--- config.mk ---
export PLATFORM = sky130hd
export DESIGN_NAME = pnm_raster_decoder_core
export DESIGN_NICKNAME = d
export VERILOG_FILES = /design/src/hdl/pnm_pkg.sv /design/src/hdl/pnm_raster_decoder_core.sv /design/src/hdl/pnm_front.sv /design/src/hdl/pnm_queue.sv /design/src/hdl/pnm_back.sv
export SDC_FILE = /design/constraint.sdc
export NUM_CORES = 1
export LEC_CHECK = 0
export BUFFER_PORTS_ARGS = -buffer_cell sky130_fd_sc_hd__buf_2
export CORE_MARGIN = 2
export CORE_UTILIZATION = 50
export DETAILED_ROUTE_END_ITERATION = 8
export MAX_ROUTING_LAYER = met4
export PLACE_DENSITY = 0.77
export SKIP_LAST_GASP = 1
export SYNTH_ARGS = -nofsm -noshare
export SYNTH_HDL_FRONTEND = slang
export SYNTH_SLANG_ARGS = --single-unit
--- constraint.sdc ---
create_clock -name aclk -period 21 [get_ports aclk]
set_input_delay 2.1 -clock aclk [delete_from_list [all_inputs] [get_ports aclk]]
set_output_delay 2.1 -clock aclk [all_outputs]
set_load 0.05 [all_outputs]
--- src/hdl/pnm_pkg.sv ---
// Package for the PNM raster decoder: payload structs, format codes and
// the queue entry passed from the byte classifier to the pixel unit.
// No dependencies.
`timescale 1ns / 1ps
package pnm_pkg;

    localparam int MaxWidth  = 4096;
    localparam int MaxHeight = 4096;
    localparam int DimW      = 13;
    localparam int PosW      = 12;
    localparam int AccW      = 17;
    localparam logic [AccW-1:0] AccMax = 17'h1FFFF;

    localparam logic [2:0] FMT_PBM_ASCII = 3'd0;
    localparam logic [2:0] FMT_PBM_BIN   = 3'd1;
    localparam logic [2:0] FMT_PGM_ASCII = 3'd2;
    localparam logic [2:0] FMT_PGM_BIN   = 3'd3;
    localparam logic [2:0] FMT_PPM_ASCII = 3'd4;
    localparam logic [2:0] FMT_PPM_BIN   = 3'd5;

    localparam logic [1:0] REG_FORMAT = 2'd0;
    localparam logic [1:0] REG_MAXVAL = 2'd1;
    localparam logic [1:0] REG_WIDTH  = 2'd2;
    localparam logic [1:0] REG_HEIGHT = 2'd3;

    localparam logic CMD_BYTE  = 1'b0;
    localparam logic CMD_START = 1'b1;

    typedef struct packed {
        logic       cmd;
        logic [7:0] data_byte;
    } pnm_in_t;

    typedef struct packed {
        logic [15:0]     gray_or_red;
        logic [15:0]     green;
        logic [15:0]     blue;
        logic [PosW-1:0] pixel_column;
        logic [PosW-1:0] pixel_row;
        logic            row_end;
        logic            image_end;
        logic            run_last;
        logic            sample_clipped;
    } pnm_out_t;

    typedef enum logic [2:0] {
        JOB_START = 3'b001,
        JOB_PBMA  = 3'b010,
        JOB_BITS  = 3'b100,
        JOB_NONE  = 3'b000,
        JOB_SAMP  = 3'b011
    } pnm_job_t;

    // One unit of work for the back end.
    typedef struct packed {
        pnm_job_t        job;
        logic [AccW-1:0] value;
    } pnm_work_t;

endpackage

--- src/hdl/pnm_raster_decoder_core.sv ---
// PNM raster decoder top level: configuration registers and the
// classifier, queue and pixel unit. Depends on pnm_pkg and those modules.
// Each raster byte is classified; a PGM or PPM sample then goes through
// the radix-2 scaling divider (32 quotient steps), and a binary PBM byte
// gives one pixel per cycle, up to 8, while the output is not stalled. A
// two-entry queue lets bytes be taken while the pixel unit is busy.
`timescale 1ns / 1ps
module pnm_raster_decoder_core import pnm_pkg::*; (
    input  logic        aclk,
    input  logic        aresetn,
    input  logic        s_valid,
    output logic        s_ready,
    input  pnm_in_t     s_data,
    output logic        m_valid,
    input  logic        m_ready,
    output pnm_out_t    m_data,
    input  logic        cfg_valid,
    output logic        cfg_ready,
    input  logic [1:0]  cfg_index,
    input  logic [15:0] cfg_data
);
    logic [2:0]      fmt_reg;
    logic [15:0]     maxv_reg;
    logic [DimW-1:0] width_reg, height_reg;
    logic            fq_valid, fq_ready, qb_valid, qb_ready;
    pnm_work_t       fq_data, qb_data;
    logic            wide;

    assign cfg_ready = 1'b1;
    assign wide = maxv_reg > 16'd255;

    always_ff @(posedge aclk) begin
        if (!aresetn) begin
            fmt_reg <= FMT_PBM_ASCII; maxv_reg <= 16'd255;
            width_reg <= 13'd1; height_reg <= 13'd1;
        end else if (cfg_valid) begin
            unique case (cfg_index)
                REG_FORMAT: fmt_reg    <= cfg_data[2:0];
                REG_MAXVAL: maxv_reg   <= cfg_data;
                REG_WIDTH:  width_reg  <= cfg_data[DimW-1:0];
                REG_HEIGHT: height_reg <= cfg_data[DimW-1:0];
                default: ;
            endcase
        end
    end

    pnm_front u_front (
        .aclk, .aresetn, .s_valid, .s_ready, .s_data,
        .fmt(fmt_reg), .wide,
        .w_valid(fq_valid), .w_ready(fq_ready), .w_data(fq_data)
    );

    pnm_queue u_queue (
        .aclk, .aresetn,
        .i_valid(fq_valid), .i_ready(fq_ready), .i_data(fq_data),
        .o_valid(qb_valid), .o_ready(qb_ready), .o_data(qb_data)
    );

    pnm_back u_back (
        .aclk, .aresetn,
        .w_valid(qb_valid), .w_ready(qb_ready), .w_data(qb_data),
        .fmt(fmt_reg), .maxv(maxv_reg), .width(width_reg), .height(height_reg),
        .m_valid, .m_ready, .m_data
    );
endmodule

--- src/hdl/pnm_front.sv ---
// Byte classifier of the PNM raster decoder: digit runs, wide byte pairing.
// Depends on pnm_pkg.
`timescale 1ns / 1ps
module pnm_front import pnm_pkg::*; (
    input  logic      aclk,
    input  logic      aresetn,
    input  logic      s_valid,
    output logic      s_ready,
    input  pnm_in_t   s_data,
    input  logic [2:0]  fmt,
    input  logic        wide,
    output logic      w_valid,
    input  logic      w_ready,
    output pnm_work_t w_data
);
    logic [AccW-1:0] acc_reg, acc_next;
    logic            innum_reg, innum_next;
    logic [7:0]      hi_reg, hi_next;
    logic            phase_reg, phase_next;
    logic            take;
    logic [AccW+3:0] prod;
    logic            digit;

    assign s_ready = w_ready;
    assign take    = s_valid && s_ready;
    assign digit   = s_data.data_byte >= 8'h30 && s_data.data_byte <= 8'h39;
    assign prod    = {4'd0, acc_reg} * 21'd10 + {17'd0, s_data.data_byte[3:0]};

    always_comb begin
        acc_next   = acc_reg;
        innum_next = innum_reg;
        hi_next    = hi_reg;
        phase_next = phase_reg;
        w_data.job   = JOB_NONE;
        w_data.value = '0;
        if (s_data.cmd == CMD_START) begin
            acc_next = '0; innum_next = 1'b0; hi_next = '0; phase_next = 1'b0;
            w_data.job = JOB_START;
        end else if (fmt == FMT_PBM_ASCII || fmt == FMT_PGM_ASCII
                     || fmt == FMT_PPM_ASCII) begin
            if (digit) begin
                acc_next   = (prod > {4'd0, AccMax}) ? AccMax : prod[AccW-1:0];
                innum_next = 1'b1;
            end else if (innum_reg) begin
                acc_next   = '0;
                innum_next = 1'b0;
                w_data.job   = (fmt == FMT_PBM_ASCII) ? JOB_PBMA : JOB_SAMP;
                w_data.value = acc_reg;
            end
        end else if (fmt == FMT_PBM_BIN) begin
            w_data.job   = JOB_BITS;
            w_data.value = {9'd0, s_data.data_byte};
        end else if (fmt == FMT_PGM_BIN || fmt == FMT_PPM_BIN) begin
            if (wide && !phase_reg) begin
                hi_next = s_data.data_byte; phase_next = 1'b1;
            end else begin
                phase_next   = 1'b0;
                w_data.job   = JOB_SAMP;
                w_data.value = wide ? {1'b0, hi_reg, s_data.data_byte}
                                    : {9'd0, s_data.data_byte};
            end
        end
    end

    assign w_valid = s_valid && w_data.job != JOB_NONE;

    always_ff @(posedge aclk) begin
        if (!aresetn) begin
            acc_reg <= '0; innum_reg <= 1'b0; hi_reg <= '0; phase_reg <= 1'b0;
        end else if (take) begin
            acc_reg <= acc_next; innum_reg <= innum_next;
            hi_reg <= hi_next; phase_reg <= phase_next;
        end
    end

    assert property (@(posedge aclk) disable iff (!aresetn)
        take && s_data.cmd == CMD_START |-> w_valid)
        else $error("start command not queued");
    assert property (@(posedge aclk) disable iff (!aresetn)
        take && digit && s_data.cmd == CMD_BYTE && fmt == FMT_PGM_ASCII |=> innum_reg)
        else $error("digit did not open a run");
    assert property (@(posedge aclk) disable iff (!aresetn)
        !take |=> $stable(acc_reg) && $stable(phase_reg))
        else $error("state changed without an item");
endmodule

--- src/hdl/pnm_queue.sv ---
// Two-entry queue between the classifier and the pixel unit.
// Depends on pnm_pkg.
`timescale 1ns / 1ps
module pnm_queue import pnm_pkg::*; (
    input  logic      aclk,
    input  logic      aresetn,
    input  logic      i_valid,
    output logic      i_ready,
    input  pnm_work_t i_data,
    output logic      o_valid,
    input  logic      o_ready,
    output pnm_work_t o_data
);
    pnm_work_t mem_reg [2];
    logic      wp_reg, rp_reg;
    logic [1:0] cnt_reg;
    logic      push, pop;

    assign i_ready = cnt_reg != 2'd2;
    assign o_valid = cnt_reg != 2'd0;
    assign o_data  = mem_reg[rp_reg];
    assign push    = i_valid && i_ready;
    assign pop     = o_valid && o_ready;

    always_ff @(posedge aclk) begin
        if (push) begin
            mem_reg[wp_reg] <= i_data;
        end
    end

    always_ff @(posedge aclk) begin
        if (!aresetn) begin
            wp_reg <= 1'b0; rp_reg <= 1'b0; cnt_reg <= 2'd0;
        end else begin
            if (push) wp_reg <= ~wp_reg;
            if (pop)  rp_reg <= ~rp_reg;
            cnt_reg <= cnt_reg + {1'b0, push} - {1'b0, pop};
        end
    end

    assert property (@(posedge aclk) disable iff (!aresetn) cnt_reg <= 2'd2)
        else $error("queue count overflow");
    assert property (@(posedge aclk) disable iff (!aresetn)
        cnt_reg == 2'd0 |-> wp_reg == rp_reg)
        else $error("empty pointers");
    assert property (@(posedge aclk) disable iff (!aresetn)
        cnt_reg == 2'd2 |-> wp_reg == rp_reg)
        else $error("full pointers");
endmodule

--- src/hdl/pnm_back.sv ---
// Pixel unit of the PNM raster decoder: saturation, iterative scaling
// divider, PPM channel gathering, bit unpacking and position counting.
// Depends on pnm_pkg.
`timescale 1ns / 1ps
module pnm_back import pnm_pkg::*; (
    input  logic        aclk,
    input  logic        aresetn,
    input  logic        w_valid,
    output logic        w_ready,
    input  pnm_work_t   w_data,
    input  logic [2:0]  fmt,
    input  logic [15:0] maxv,
    input  logic [DimW-1:0] width,
    input  logic [DimW-1:0] height,
    output logic        m_valid,
    input  logic        m_ready,
    output pnm_out_t    m_data
);
    typedef enum logic [3:0] {
        ST_IDLE = 4'b0001,
        ST_DIV  = 4'b0010,
        ST_BITS = 4'b0100,
        ST_OUT  = 4'b1000
    } st_t;

    st_t         st_reg;
    logic [1:0]  ch_reg;
    logic [15:0] red_reg, grn_reg;
    logic        hclip_reg;
    logic [PosW-1:0] col_reg, row_reg;
    logic        done_reg;
    logic [31:0] num_reg;
    logic [16:0] rem_reg;
    logic [31:0] quo_reg;
    logic [5:0]  cnt_reg;
    logic        clip_reg;
    logic [7:0]  bits_reg;
    logic [3:0]  nbit_reg;
    logic        ovalid_reg, ovalid_next;
    pnm_out_t    out_reg;

    logic [15:0] m_eff;
    logic        wide;
    logic [DimW-1:0] w_eff, h_eff;
    logic        re, ie;
    logic [17:0] trial;
    logic [16:0] sat;
    logic        sclip;
    logic        out_free;
    logic        out_load;

    assign m_eff = (maxv == 16'd0) ? 16'd1 : maxv;
    assign wide  = m_eff > 16'd255;
    assign w_eff = (width == '0) ? 13'd1 : (width > 13'(MaxWidth)) ? 13'(MaxWidth) : width;
    assign h_eff = (height == '0) ? 13'd1 : (height > 13'(MaxHeight)) ? 13'(MaxHeight) : height;
    assign re = {1'b0, col_reg} + 13'd1 >= w_eff;
    assign ie = re && ({1'b0, row_reg} + 13'd1 >= h_eff);
    assign sclip = w_data.value > {1'b0, m_eff};
    assign sat   = sclip ? {1'b0, m_eff} : w_data.value;
    assign trial = {rem_reg, num_reg[31]} - {2'b0, m_eff};
    assign out_free = !ovalid_reg || m_ready;
    assign m_valid = ovalid_reg;
    assign m_data  = out_reg;
    assign w_ready = (st_reg == ST_IDLE) && out_free;

    assign out_load = out_free && (
        (st_reg == ST_IDLE && w_valid && w_data.job == JOB_PBMA && !done_reg)
        || (st_reg == ST_OUT && (!(fmt == FMT_PPM_ASCII || fmt == FMT_PPM_BIN)
                                 || ch_reg == 2'd2))
        || st_reg == ST_BITS);
    assign ovalid_next = out_load || (ovalid_reg && !m_ready);

    always_ff @(posedge aclk) begin
        if (!aresetn) begin
            ovalid_reg <= 1'b0;
        end else begin
            ovalid_reg <= ovalid_next;
        end
    end

    always_ff @(posedge aclk) begin
        if (!aresetn) begin
            st_reg <= ST_IDLE; ch_reg <= '0; red_reg <= '0; grn_reg <= '0;
            hclip_reg <= 1'b0; col_reg <= '0; row_reg <= '0; done_reg <= 1'b0;
        end else begin
            unique case (st_reg)
                ST_IDLE: begin
                    if (w_valid && w_ready) begin
                        if (w_data.job == JOB_START) begin
                            ch_reg <= '0; red_reg <= '0; grn_reg <= '0; hclip_reg <= 1'b0;
                            col_reg <= '0; row_reg <= '0; done_reg <= 1'b0;
                        end else if (!done_reg) begin
                            if (w_data.job == JOB_PBMA) begin
                                logic [15:0] g;
                                g = (w_data.value == 17'd0) ? 16'h00FF :
                                    (w_data.value == 17'd1) ? 16'h0000 :
                                    {8'd0, w_data.value[7:0]};
                                out_reg <= '{g, g, g, col_reg, row_reg, re, ie, 1'b1, 1'b0};
                                col_reg <= re ? '0 : col_reg + 12'd1;
                                if (re) row_reg <= ie ? '0 : row_reg + 12'd1;
                                if (ie) done_reg <= 1'b1;
                            end else if (w_data.job == JOB_BITS) begin
                                bits_reg <= w_data.value[7:0];
                                nbit_reg <= '0;
                                st_reg   <= ST_BITS;
                            end else if (w_data.job == JOB_SAMP) begin
                                num_reg  <= (wide ? {16'd0, 16'hFFFF} : 32'd255) * {15'd0, sat};
                                rem_reg  <= '0; quo_reg <= '0; cnt_reg <= '0;
                                clip_reg <= sclip;
                                st_reg   <= ST_DIV;
                            end
                        end
                    end
                end
                ST_DIV: begin
                    if (!trial[17]) begin
                        rem_reg <= trial[16:0];
                        quo_reg <= {quo_reg[30:0], 1'b1};
                    end else begin
                        rem_reg <= {rem_reg[15:0], num_reg[31]};
                        quo_reg <= {quo_reg[30:0], 1'b0};
                    end
                    num_reg <= {num_reg[30:0], 1'b0};
                    cnt_reg <= cnt_reg + 6'd1;
                    if (cnt_reg == 6'd31) st_reg <= ST_OUT;
                end
                ST_OUT: begin
                    if (fmt == FMT_PPM_ASCII || fmt == FMT_PPM_BIN) begin
                        if (ch_reg == 2'd0) begin
                            red_reg <= quo_reg[15:0]; hclip_reg <= clip_reg;
                            ch_reg <= 2'd1; st_reg <= ST_IDLE;
                        end else if (ch_reg == 2'd1) begin
                            grn_reg <= quo_reg[15:0]; hclip_reg <= hclip_reg | clip_reg;
                            ch_reg <= 2'd2; st_reg <= ST_IDLE;
                        end else if (out_free) begin
                            out_reg <= '{red_reg, grn_reg, quo_reg[15:0], col_reg, row_reg,
                                         re, ie, 1'b1, hclip_reg | clip_reg};
                            ch_reg <= '0; st_reg <= ST_IDLE;
                            col_reg <= re ? '0 : col_reg + 12'd1;
                            if (re) row_reg <= ie ? '0 : row_reg + 12'd1;
                            if (ie) done_reg <= 1'b1;
                        end
                    end else if (out_free) begin
                        out_reg <= '{quo_reg[15:0], 16'd0, 16'd0, col_reg, row_reg,
                                     re, ie, 1'b1, clip_reg};
                        st_reg <= ST_IDLE;
                        col_reg <= re ? '0 : col_reg + 12'd1;
                        if (re) row_reg <= ie ? '0 : row_reg + 12'd1;
                        if (ie) done_reg <= 1'b1;
                    end
                end
                ST_BITS: begin
                    if (out_free) begin
                        logic [15:0] g;
                        logic        lastb;
                        g = bits_reg[7] ? 16'h0000 : 16'h00FF;
                        lastb = re || nbit_reg == 4'd7;
                        out_reg <= '{g, g, g, col_reg, row_reg, re, ie, lastb, 1'b0};
                        bits_reg <= {bits_reg[6:0], 1'b0};
                        nbit_reg <= nbit_reg + 4'd1;
                        col_reg <= re ? '0 : col_reg + 12'd1;
                        if (re) row_reg <= ie ? '0 : row_reg + 12'd1;
                        if (ie) done_reg <= 1'b1;
                        if (lastb) st_reg <= ST_IDLE;
                    end
                end
                default: st_reg <= ST_IDLE;
            endcase
        end
    end

    assert property (@(posedge aclk) disable iff (!aresetn)
        m_valid && m_data.image_end |-> m_data.row_end)
        else $error("image end without row end");
    assert property (@(posedge aclk) disable iff (!aresetn)
        st_reg == ST_DIV |-> cnt_reg <= 6'd31)
        else $error("divider overrun");
    assert property (@(posedge aclk) disable iff (!aresetn)
        m_valid && !m_ready |=> m_valid && $stable(m_data))
        else $error("result item changed while waiting");
endmodule
======== Word-level counts from Yosys, hierarchy flattened ========
Memory sizes are Yosys's and may differ from the RTL's. A register that Yosys moved wholly into a read port is not among the register bits.
Index checks and enable logic that the tools add are counted.
cells by class
  $add $sub $neg .......................... 10
  multipliers ............................. 2
  magnitude comparators ................... 10
  equal/unequal tests ..................... 48
  mux-type cells .......................... 165
  bitwise operators ....................... 7
  reductions and logical operators ........ 65
operators with widths
  operator                 number
  $mux W76                 10
  $mux W16                 17
  $mux W17                 14
  $mux W12                 19
  $pmux W76 S3             1
  $mux W32                 6
  $mux W8                  13
  $mux W20                 5
  $pmux W16 S2             3
  $mux W4                  19
  $pmux W12 S3             2
  $pmux W32 S2             1
  $mux W13                 4
  $mux W6                  6
  $ne A2 B2 Y1 const B     17
  $pmux W17 S2             1
  $gt A16 B8 Y1 const B    2
  $mul A32 B17 Y32         1
  $reduce_and A8 Y1        4
  $mux W1                  29
  $add A12 B1 Y13 const B  2
  $ge A13 B13 Y1           2
  $gt A13 B13 Y1 const B   2
  $logic_not A13 Y1        2
  53 further kinds         125
word-level totals
  register bits after elaboration ......... 301
  RAM bits ................................ 40
  input port bits ......................... 32
  output and inout port bits .............. 79
  word-level logic and storage cells ...... 344
  memories ................................ 1
memory list
  name             depth  width  read ports  clocked after memory_dff  wr ports  RTL line         source
  u_queue.mem_reg  2      20     1           1                         1         pnm_queue.sv:14  pnm_work_t mem_reg [2];

======== Logic depth before layout (Yosys ltp) ========
Gate-level depths: netlist of run 1.
  depth after elaboration ................. 12
  mapped depth ............................ 38

======== Cells and area by module ========
A second synthesis of run 1 with hierarchy kept.
second synthesis, totals
  cell total of the unflattened synthesis .. 2466
  area total of the unflattened synthesis .. 25086.6 um2
modules (own cells, without submodules)
  module                   times used  cells each  area an instance (um2)
  pnm_back                 1           1865        18758.0
  pnm_front                1           333         2815.2
  pnm_raster_decoder_core  1           182         1836.8
  pnm_queue                1           86          1676.6

======== Worst setup path before layout of run 1 ========
No wires, ideal clock.
  kind .................................... reg2reg
  from .................................... register (tool-made name)
  to ...................................... register u_back.num_reg[31], data pin
  setup time .............................. 270 ps
  arrival ................................. 8934 ps
  data required time ...................... 20730 ps
  setup slack ............................. 11796 ps
  stages on the path, launching flop included .. 31
  path through ............................ dfxtp_1 > buf_2 > buf_2 > buf_2 > mux2_2 > ha_1 > nand4_1 > a211o_1 > a211o_1 > a31oi_1 > clkbuf_1 > mux2i_1 > nor2_1 > fa_1 > fa_1 > fa_1 > fa_1 > fa_1 > inv_1 > fa_1 > inv_1 > ha_1 > a21o_1 > a21o_1 > a31o_2 > a21oi_1 > a31oi_1 > or4_1 > a31oi_1 > xnor2_1 > a21oi_1
RTL lines
  element               RTL line         source
  end signal, assigned  pnm_back.sv:107  num_reg <= (wide ? {16'd0, 16'hFFFF} : 32'd255) * {15'd0, sat};
  end signal, assigned  pnm_back.sv:123  num_reg <= {num_reg[30:0], 1'b0};
  end, declared         pnm_back.sv:32   logic [31:0] num_reg;

==> impl_results.rst, run 1 <==
.. list-table::
   :header-rows: 1

   * - Metric
     - Value
   * - Outcome
     - finished clean
   * - DP Worst Slack
     - between 10 and 15 ns
   * - Clock skew after layout
     - between 0.02 and 0.03 ns
   * - Resized cells post-CTS
     - 0
   * - Unrepaired setup endpoints after global routing
     - no
   * - Area delta synth->final
     - 9.61%
   * - Remaining design rule violation count
     - 0
   * - Synth Flop Type
     - edfxtp_1
   * - Final nets
     - 3000
   * - Global placement routability congestion
     - between 0.9 and 1
   * - Met2 Use GR
     - 0.395
   * - Placed wire-length estimate after detailed placement
     - between 40000 and 50000 um
   * - Number of DRC markers after the initial detailed-route iteration
     - roughly 1500
   * - TritonCTS clock tree
     - built
   * - Global routing usage summed across all routing layers
     - 0.240
   * - Y dimension of the die
     - 225 um
   * - Share of the clock period used by the worst path after layout
     - 0.480
   * - Initial core utilization
     - 0.504
   * - Number of enable flip-flop cells after synthesis
     - 200
   * - Post-synthesis instance area
     - about 0.025 mm^2
   * - Wire length of the first global-routing pass
     - about 95000 um
   * - Maximum single-stage delay on the critical path
     - 1.00 ns
   * - Number of sinks handled by clock tree synthesis
     - roughly 340
   * - Worst path setup slack after routing
     - between 10 and 15 ns
   * - Number of setup violations in the final report
     - 0
   * - Core box area
     - about 0.049 mm^2
   * - Post-detailed-routing wire length
     - around 58000 um
   * - Number of flip-flops under the largest register name
     - 76
   * - Minimum hold slack
     - about 0.45 ns
   * - Worst Path Class, Setup
     - register to register
   * - Clk buf depth
     - 3
   * - Number of vias per cell
     - approximately 5.7
   * - Max H-tree Level
     - 2
   * - Commonest non-fill, non-tap cells in the layout
     - 266 x inv_1, 264 x nand2_1, 200 x edfxtp_1
   * - Met1 Track Usage GR
     - 0.305
   * - Critical Path Start Type
     - register
   * - Library cell used as clock root buffer
     - clkbuf_16
   * - Number of post-CTS setup repair buffers
     - 0
   * - Final hold violation count
     - 0
   * - Met3 track demand over resource
     - 0.0366
   * - Total number of vias
     - approximately 19000
   * - Grt ovf
     - 0
   * - Data arrival, critical path
     - 10.38 ns
   * - Library cells used by synthesis
     - 78
   * - Crit path buffers/inverters
     - 5
   * - Worst min-delay path class
     - register to register
   * - Number of hold-repair buffers added at the cts stage
     - 0
   * - Cell at the slowest stage of the critical path
     - dfxtp_1
   * - Yosys Warn Count
     - 0
   * - Delay-heaviest family, CP
     - adder cells
   * - Ratio of cells with drive above 1 in the final layout
     - 0.0885
   * - Headroom to the max-slew limit
     - 0.106
   * - Actual slew at the worst max-slew pin
     - 1.33 ns
   * - Count of mapped cells out of synthesis
     - between 2000 and 3000
   * - Routed wirelength normalized by instance count
     - 17.8 um
   * - Hold Startpoint
     - u_back.grn_reg[10]
   * - Maximum number of pins on one net before global-route repair
     - between 70 and 80
   * - Top-level port count
     - approximately 110
   * - Number of antenna violations at the first check in global routing
     - 2
   * - Post-Synthesis Mean Instance Area
     - a little under 10 um^2
   * - Remaining number of nets flagged by the antenna check after routing
     - 0
   * - Setup_tns
     - 0 ns
   * - Clock latency at the later pin of the worst-skew pair
     - ~0.57 ns
   * - FF-to-FF path depth
     - 32
   * - TritonCTS buffer count
     - 38
   * - Number of core rows
     - just over 80
   * - Endpoint of the worst hold path
     - u_back.grn_reg[10]
   * - Count of input and output buffers
     - approximately 110
   * - Pre-antenna DRT Iters
     - 5
   * - Routing layer with the top usage in global route
     - met2
   * - Number of max-slew violations in the final report
     - 0
   * - Fmax achieved
     - slightly below 100 MHz
   * - Maximum net fanout on the critical path
     - 47
   * - Clock period minus final worst setup slack
     - between 10 and 15 ns
   * - Horizontal extent of the die
     - approximately 230 um
   * - #FFs+latches synth
     - between 300 and 400
   * - Required time of the critical path
     - 21.31 ns
   * - Total die area
     - between 0.05 and 0.06 mm^2
   * - Leading cell type in the layout, fill and taps excluded
     - inv_1
   * - Worst hold path cell count
     - 2
   * - Maximum Capacitance Violations
     - 0
   * - Endpoint of the worst-slack reg-to-reg timing path
     - u_back.num_reg[30]
   * - Proportion of synthesized flip-flops having asynchronous set or reset
     - 0
   * - Clock transition time at the flip-flop clock pins of the worst setup and hold paths
     - approximately 0.060 ns
   * - Nature of the critical path endpoint
     - register
   * - Most Frequent Cell on Critical Path
     - fa_1
   * - Vias in the first global route
     - between 15000 and 20000
   * - Reg2reg setup slack
     - 10.93 ns
   * - Part of the Yosys area used for sequential elements
     - 0.361
metrics by stage:
step / instance area [um^2] / instances / utilization
2_1_floorplan: 24600 / 2523 / -
6_report: 26900 / 3246 / 0.553
5_1_grt: 26900 / 3246 / 0.553
4_1_cts: 26900 / 3244 / 0.552
3_5_place_dp: 25600 / 3175 / 0.527
3_3_place_gp: 25600 / 3175 / 0.527
cell usage after synthesis, types with 28 or more instances:
master / count / area, um^2
inv_1: 268 / 1010
nand2_1: 264 / 991
edfxtp_1: 200 / 6010
ha_1: 193 / 2410
a21oi_1: 188 / 941
fa_1: 182 / 3640
nor2_1: 172 / 646
dfxtp_1: 142 / 2840
o21ai_0: 92 / 460
clkbuf_1: 75 / 282
nand3_1: 70 / 350
a21o_1: 62 / 465
and3_1: 46 / 288
nor3_1: 46 / 230
xnor2_1: 43 / 377
xor2_1: 36 / 315
and2_1: 28 / 175
tightest hold or removal path, delay by kind of cell (launching register included):
kind	cells	cell delay, ns
compound gates	1	0.05
simple gates	1	0.05
flops	1	0.30
logic make-up after synthesis:
family,count (synthesis),synth area share
and+or+nand+nor,761,0.148
AOI/OAI and AO/OA,550,0.141
adders and majority gates,375,0.247
buffers and inverters,362,0.0578
DFF,342,0.361
xor gates and xnor gates,79,0.0282
muxes,40,0.0176
other,2,0.000306
per-layer routing:
layer,part of all wire,wire length [um],vias up
li1,-,-,8885
met1,0.43,25000,8950
met2,0.48,27800,555
met3,0.057,3310,132
met4,0.031,1800,0
met5,0,0,-
how the worst max path moves through the flow:
| stage | start | end | slack [ns] | depth (start not counted) |
|---|---|---|---|---|
| after floorplan | register | u_back.num_reg[31] | 11.80 | 30 |
| after global placement | register | u_back.num_reg[30] | 11.14 | 32 |
| after detailed placement | register | u_back.num_reg[30] | 10.95 | 32 |
| after CTS | register | u_back.num_reg[30] | 10.93 | 32 |
| after global routing | register | u_back.num_reg[30] | 10.28 | 32 |
| final | register | u_back.num_reg[30] | 10.93 | 32 |
layout make-up:
type | instances | area, um^2
inverters | 268 | 1010
clock buffers | 52 | 1040
diodes | 2 | 5.00
well taps | 622 | 778
repair buffers | 124 | 658
multi-input cells | 1819 | 14300
clock inverters | 17 | 203
flip-flops and latches | 342 | 8850
fillers | 4179 | 21800
Power of run 1 is not shown: default switching activity piles up to over one toggle a cycle in this logic, so the estimate is an artifact.
==> run 2, diff against run 1 <==
PLACE_DENSITY = 0.8   (was 0.77)
clock period = 8.1 ns   (was 21 ns; I/O delays follow)
==> impl_results.rst, run 2 (synthesis results as in run 1) <==
.. list-table::
   :header-rows: 1

   * - Metric
     - Value
   * - Outcome
     - complete, but fails checks
   * - Failing checks
     - negative setup slack
   * - Worst path setup slack after routing
     - -0.494 ns
   * - Clock skew after layout
     - about 0.03 ns
   * - Core Util, Final
     - 0.604
   * - Initial core utilization
     - 0.504
   * - Wire length of the first global-routing pass
     - slightly above 100000 um
   * - Remaining number of nets flagged by the antenna check after routing
     - 0
   * - Max H-tree Level
     - 2
   * - Y dimension of the die
     - 225 um
   * - Number of vias per cell
     - around 5.7
   * - Data arrival, critical path
     - 8.88 ns
   * - Pre-antenna DRT Iters
     - 6
   * - Fmax achieved
     - ~120 MHz
   * - Maximum Capacitance Violations
     - 0
   * - Headroom to the max-slew limit
     - 0.135
   * - Remaining design rule violation count
     - 0
   * - Minimum hold slack
     - 0.455 ns
   * - Final nets
     - 3235
   * - Leading cell type in the layout, fill and taps excluded
     - nand2_1
   * - Worst min-delay path class
     - register to register
   * - Worst Path Class, Setup
     - register to register
   * - Horizontal extent of the die
     - around 230 um
   * - Ratio of cells with drive above 1 in the final layout
     - 0.204
   * - Nature of the critical path endpoint
     - register
   * - Area delta synth->final
     - 19.9%
   * - Top-level port count
     - 111
   * - Cell at the slowest stage of the critical path
     - fa_1
   * - Commonest non-fill, non-tap cells in the layout
     - 258 x nand2_1, 252 x inv_1, 239 x buf_4
   * - Unrepaired setup endpoints after global routing
     - yes
   * - Maximum single-stage delay on the critical path
     - 0.55 ns
   * - Number of setup violations in the final report
     - 16
   * - Clk buf depth
     - 3
   * - DP Worst Slack
     - -0.456 ns
   * - Maximum number of pins on one net before global-route repair
     - 76
   * - Clock latency at the later pin of the worst-skew pair
     - 0.58 ns
   * - TritonCTS buffer count
     - 36
   * - Core box area
     - 0.0486 mm^2
   * - Actual slew at the worst max-slew pin
     - about 1.3 ns
   * - Critical Path Start Type
     - register
   * - Number of DRC markers after the initial detailed-route iteration
     - 1500
   * - Delay-heaviest family, CP
     - adder cells
   * - Crit path buffers/inverters
     - 9
   * - Most Frequent Cell on Critical Path
     - fa_1
   * - Setup_tns
     - -4.15 ns
   * - Placed wire-length estimate after detailed placement
     - 46700 um
   * - Clock transition time at the flip-flop clock pins of the worst setup and hold paths
     - ~0.06 ns
   * - Vias in the first global route
     - roughly 20000
   * - Count of input and output buffers
     - about 110
   * - Total die area
     - 0.0508 mm^2
   * - Global routing usage summed across all routing layers
     - 0.254
   * - Maximum net fanout on the critical path
     - 5
   * - Required time of the critical path
     - roughly 8.4 ns
   * - Routed wirelength normalized by instance count
     - roughly 18 um
   * - Clock period minus final worst setup slack
     - about 8.6 ns
   * - Share of the clock period used by the worst path after layout
     - 1.06
   * - Number of antenna violations at the first check in global routing
     - 2
   * - Number of sinks handled by clock tree synthesis
     - 342
   * - Grt ovf
     - 0
   * - TritonCTS clock tree
     - built
   * - Final hold violation count
     - 0
   * - Global placement routability congestion
     - ~0.94
   * - Number of max-slew violations in the final report
     - 0
   * - Number of core rows
     - a little over 80
   * - Post-detailed-routing wire length
     - around 63000 um
   * - Library cell used as clock root buffer
     - clkbuf_16
   * - Number of flip-flops under the largest register name
     - 76
   * - Total number of vias
     - slightly below 20000
==> run 2: final timing paths <==
| kind | startpoint | endpoint | slack, ns | cells after the start |
|---|---|---|---|---|
| max | maxv_reg[14] | u_back.num_reg[31] | -0.49 | 37 |
| min reg2reg | u_back.grn_reg[14] | u_back.grn_reg[14] | 0.45 | 2 |
| min | u_back.grn_reg[14] | u_back.grn_reg[14] | 0.45 | 2 |
| max reg2reg | maxv_reg[14] | u_back.num_reg[31] | -0.49 | 37 |
==> run 2: area by class of cell <==
type	instances	area, um^2
fillers	3886	19200
multi-input cells	1819	15000
well taps	622	778
clock inverters	15	200
flip-flops and latches	342	8860
diodes	2	5.00
repair buffers	361	2530
inverters	268	1010
clock buffers	50	983
==> run 2: through the flow <==
stage          area [um^2]  std cells
2_1_floorplan        24900       2523
3_5_place_dp         27400       3374
4_1_cts              28900       3459
5_1_grt              29400       3479
3_3_place_gp         27400       3374
6_report             29400       3479
==> run 2: worst reg2reg max path: cells and delay by family (launching register included) <==
family / cells / cell delay [ns]
AOI/OAI and AO/OA: 14 / 2.26
xor gates and xnor gates: 1 / 0.13
adders and majority gates: 8 / 3.32
buffers and inverters: 9 / 0.96
DFF: 1 / 0.34
muxes: 1 / 0.32
and+or+nand+nor: 4 / 0.99
==> run 2: routing by layer <==
layer,track usage,wire [um],vias up
met2,0.427,31300,601
met5,-,0,-
met3,0.0351,3410,158
met4,0.0831,1820,0
li1,-,-,9342
met1,0.318,26100,9694
==> run 2: repair_timing <==
item	in CTS	in global routing
resized for setup	39	77
hold buffers	0	0
setup endpoints to repair	14	20
setup buffers	20	20
pin swaps	25	56
Power of run 2 is left out for the same reason.
==> run 3, diff against run 2 <==
PLACE_DENSITY = default   (was 0.8)
PLACE_DENSITY_LB_ADDON = 0.25   (was default)
TNS_END_PERCENT = 1   (was default)
==> impl_results.rst, run 3 (synthesis results as in run 1) <==
.. list-table::
   :header-rows: 1

   * - Metric
     - Value
   * - Critical Path Start Type
     - register
   * - Number of flip-flops under the largest register name
     - 76
   * - Hold Startpoint
     - u_back.grn_reg[8]
   * - Maximum Capacitance Violations
     - 0
   * - Global routing usage summed across all routing layers
     - 0.252
   * - Placed wire-length estimate after detailed placement
     - 46600 um
   * - Failing checks
     - negative setup slack
   * - Remaining number of nets flagged by the antenna check after routing
     - 0
   * - Met3 track demand over resource
     - 0.0332
   * - Met2 Use GR
     - 0.423
   * - Worst path setup slack after routing
     - -0.328 ns
   * - Routed wirelength normalized by instance count
     - ~18 um
   * - FF-to-FF path depth
     - 37
   * - Launching point of the worst reg2reg path
     - maxv_reg[1]
   * - Worst hold path cell count
     - 2
   * - Vias in the first global route
     - a little under 20000
   * - Most Frequent Cell on Critical Path
     - buf_4
   * - Number of vias per cell
     - roughly 5.6
   * - Routing layer with the top usage in global route
     - met2
   * - Worst Path Class, Setup
     - register to register
   * - Core box area
     - just under 0.05 mm^2
   * - Fmax achieved
     - between 100 and 150 MHz
   * - Ratio of cells with drive above 1 in the final layout
     - 0.193
   * - Initial core utilization
     - 0.504
   * - Remaining design rule violation count
     - 0
   * - Area delta synth->final
     - 19.0%
   * - Antenna diode count
     - 0
   * - Total number of vias
     - roughly 19000
   * - Leading cell type in the layout, fill and taps excluded
     - nand2_1
   * - Grt ovf
     - 0
   * - Number of max-slew violations in the final report
     - 0
   * - Post-route cell area
     - 0.0292 mm^2
   * - Actual slew at the worst max-slew pin
     - between 1 and 1.5 ns
   * - Post-detailed-routing wire length
     - a little over 60000 um
   * - Library cell used as clock root buffer
     - clkbuf_16
   * - Pre-antenna DRT Iters
     - 6
   * - Y dimension of the die
     - about 230 um
   * - Top-level port count
     - about 110
   * - Number of sinks handled by clock tree synthesis
     - between 300 and 400
   * - Max H-tree Level
     - 2
   * - Number of core rows
     - between 80 and 90
   * - Endpoint of the worst-slack reg-to-reg timing path
     - u_back.num_reg[24]
   * - Share of the clock period used by the worst path after layout
     - 1.04
   * - Clk buf depth
     - 3
   * - Maximum net fanout on the critical path
     - 3
   * - Required time of the critical path
     - 8.39 ns
   * - Clock skew after layout
     - between 0.02 and 0.03 ns
   * - TritonCTS clock tree
     - built
   * - Cell at the slowest stage of the critical path
     - fa_1
   * - Headroom to the max-slew limit
     - 0.293
   * - Minimum hold slack
     - 0.451 ns
   * - Number of antenna violations at the first check in global routing
     - 0
   * - Horizontal extent of the die
     - approximately 230 um
   * - Nature of the critical path endpoint
     - register
   * - Number of DRC markers after the initial detailed-route iteration
     - ~1500
   * - Clock transition time at the flip-flop clock pins of the worst setup and hold paths
     - around 0.06 ns
   * - Final nets
     - approximately 3200
   * - Unrepaired setup endpoints after global routing
     - yes
   * - TritonCTS buffer count
     - 38
   * - Commonest non-fill, non-tap cells in the layout
     - 264 x nand2_1, 252 x inv_1, 223 x buf_4
   * - Global placement routability congestion
     - roughly 0.93
   * - Final hold violation count
     - 0
   * - Maximum number of pins on one net before global-route repair
     - 59
   * - Reg2reg setup slack
     - -0.33 ns
   * - Number of setup violations in the final report
     - 10
   * - Worst min-delay path class
     - register to register
   * - Clock period minus final worst setup slack
     - roughly 8.4 ns
   * - Number of hold-repair buffers added at the cts stage
     - 0
   * - Count of filler cells inserted in the layout
     - slightly above 4000
   * - Data arrival, critical path
     - roughly 8.7 ns
   * - Total die area
     - just over 0.05 mm^2
   * - Maximum single-stage delay on the critical path
     - approximately 0.55 ns
   * - Endpoint of the worst hold path
     - u_back.grn_reg[8]
   * - Clock latency at the later pin of the worst-skew pair
     - between 0.5 and 0.6 ns
   * - Outcome
     - complete, but fails checks
   * - Count of input and output buffers
     - approximately 110
   * - Wire length of the first global-routing pass
     - 100000 um
   * - Met1 Track Usage GR
     - 0.321
   * - Placed standard-cell area
     - 0.0273 mm^2
## run 3: cell type report
| cell class | instances | area, um^2 | area share |
|---|---|---|---|
| Clock buffer | 50 | 1070 | 0.0366 |
| Clock inverter | 20 | 171 | 0.00588 |
| Inverter | 268 | 1010 | 0.0345 |
| Multi-Input combinational cell | 1819 | 14900 | 0.509 |
| Sequential cell | 342 | 8860 | 0.304 |
| Tap cell | 622 | 778 | 0.0267 |
| Timing Repair Buffer | 346 | 2430 | 0.0834 |
## run 3: repair_timing
| item | CTS | global route |
|---|---|---|
| setup buffers | 32 | 4 |
| cloned | 1 | 0 |
| pin swaps | 57 | 32 |
| endpoints found under the setup margin | 13 | 20 |
| gates resized for setup | 54 | 26 |
## run 3: critical path, delay by kind of cell (launching register included)
family / cells / cell delay (ns)
mux: 1 / 0.27
simple gates: 3 / 0.95
compound gates: 8 / 1.18
xor+xnor: 1 / 0.16
buf+inv: 17 / 1.84
flops: 1 / 0.32
fa+ha+maj: 7 / 3.43
## run 3: per-stage QoR
stage	worst slack [ns]	utilization	setup TNS [ns]	cells
floorplan	-0.0771	-	-0.197	2523
global placement	-0.270	0.561	-1.36	3360
detailed placement	-0.360	0.561	-2.22	3360
CTS	-0.203	0.597	-1.05	3463
global route	-0.585	0.600	-6.31	3467
finish	-0.328	0.600	-1.58	3467
## run 3: worst max-delay path by stage
stage | slack, ns | depth (start not counted) | endpoint | startpoint
5_1_grt | -0.59 | 37 | u_back.num_reg[24] | maxv_reg[1]
3_3_place_gp | -0.27 | 30 | u_back.num_reg[24] | register
6_report | -0.33 | 37 | u_back.num_reg[24] | maxv_reg[1]
3_5_place_dp | -0.36 | 31 | u_back.num_reg[31] | register
2_1_floorplan | -0.08 | 36 | u_back.num_reg[31] | register
4_1_cts | -0.20 | 35 | u_back.num_reg[31] | maxv_reg[11]
## run 3: per-layer routing
metal | part of all wire | routed length, um | up-vias
met2 | 0.49 | 29800 | 493
met3 | 0.048 | 2930 | 115
met5 | 0 | 0 | -
met1 | 0.44 | 26600 | 9508
met4 | 0.026 | 1590 | 0
li1 | - | - | 9311
Power of run 3 is left out for the same reason.
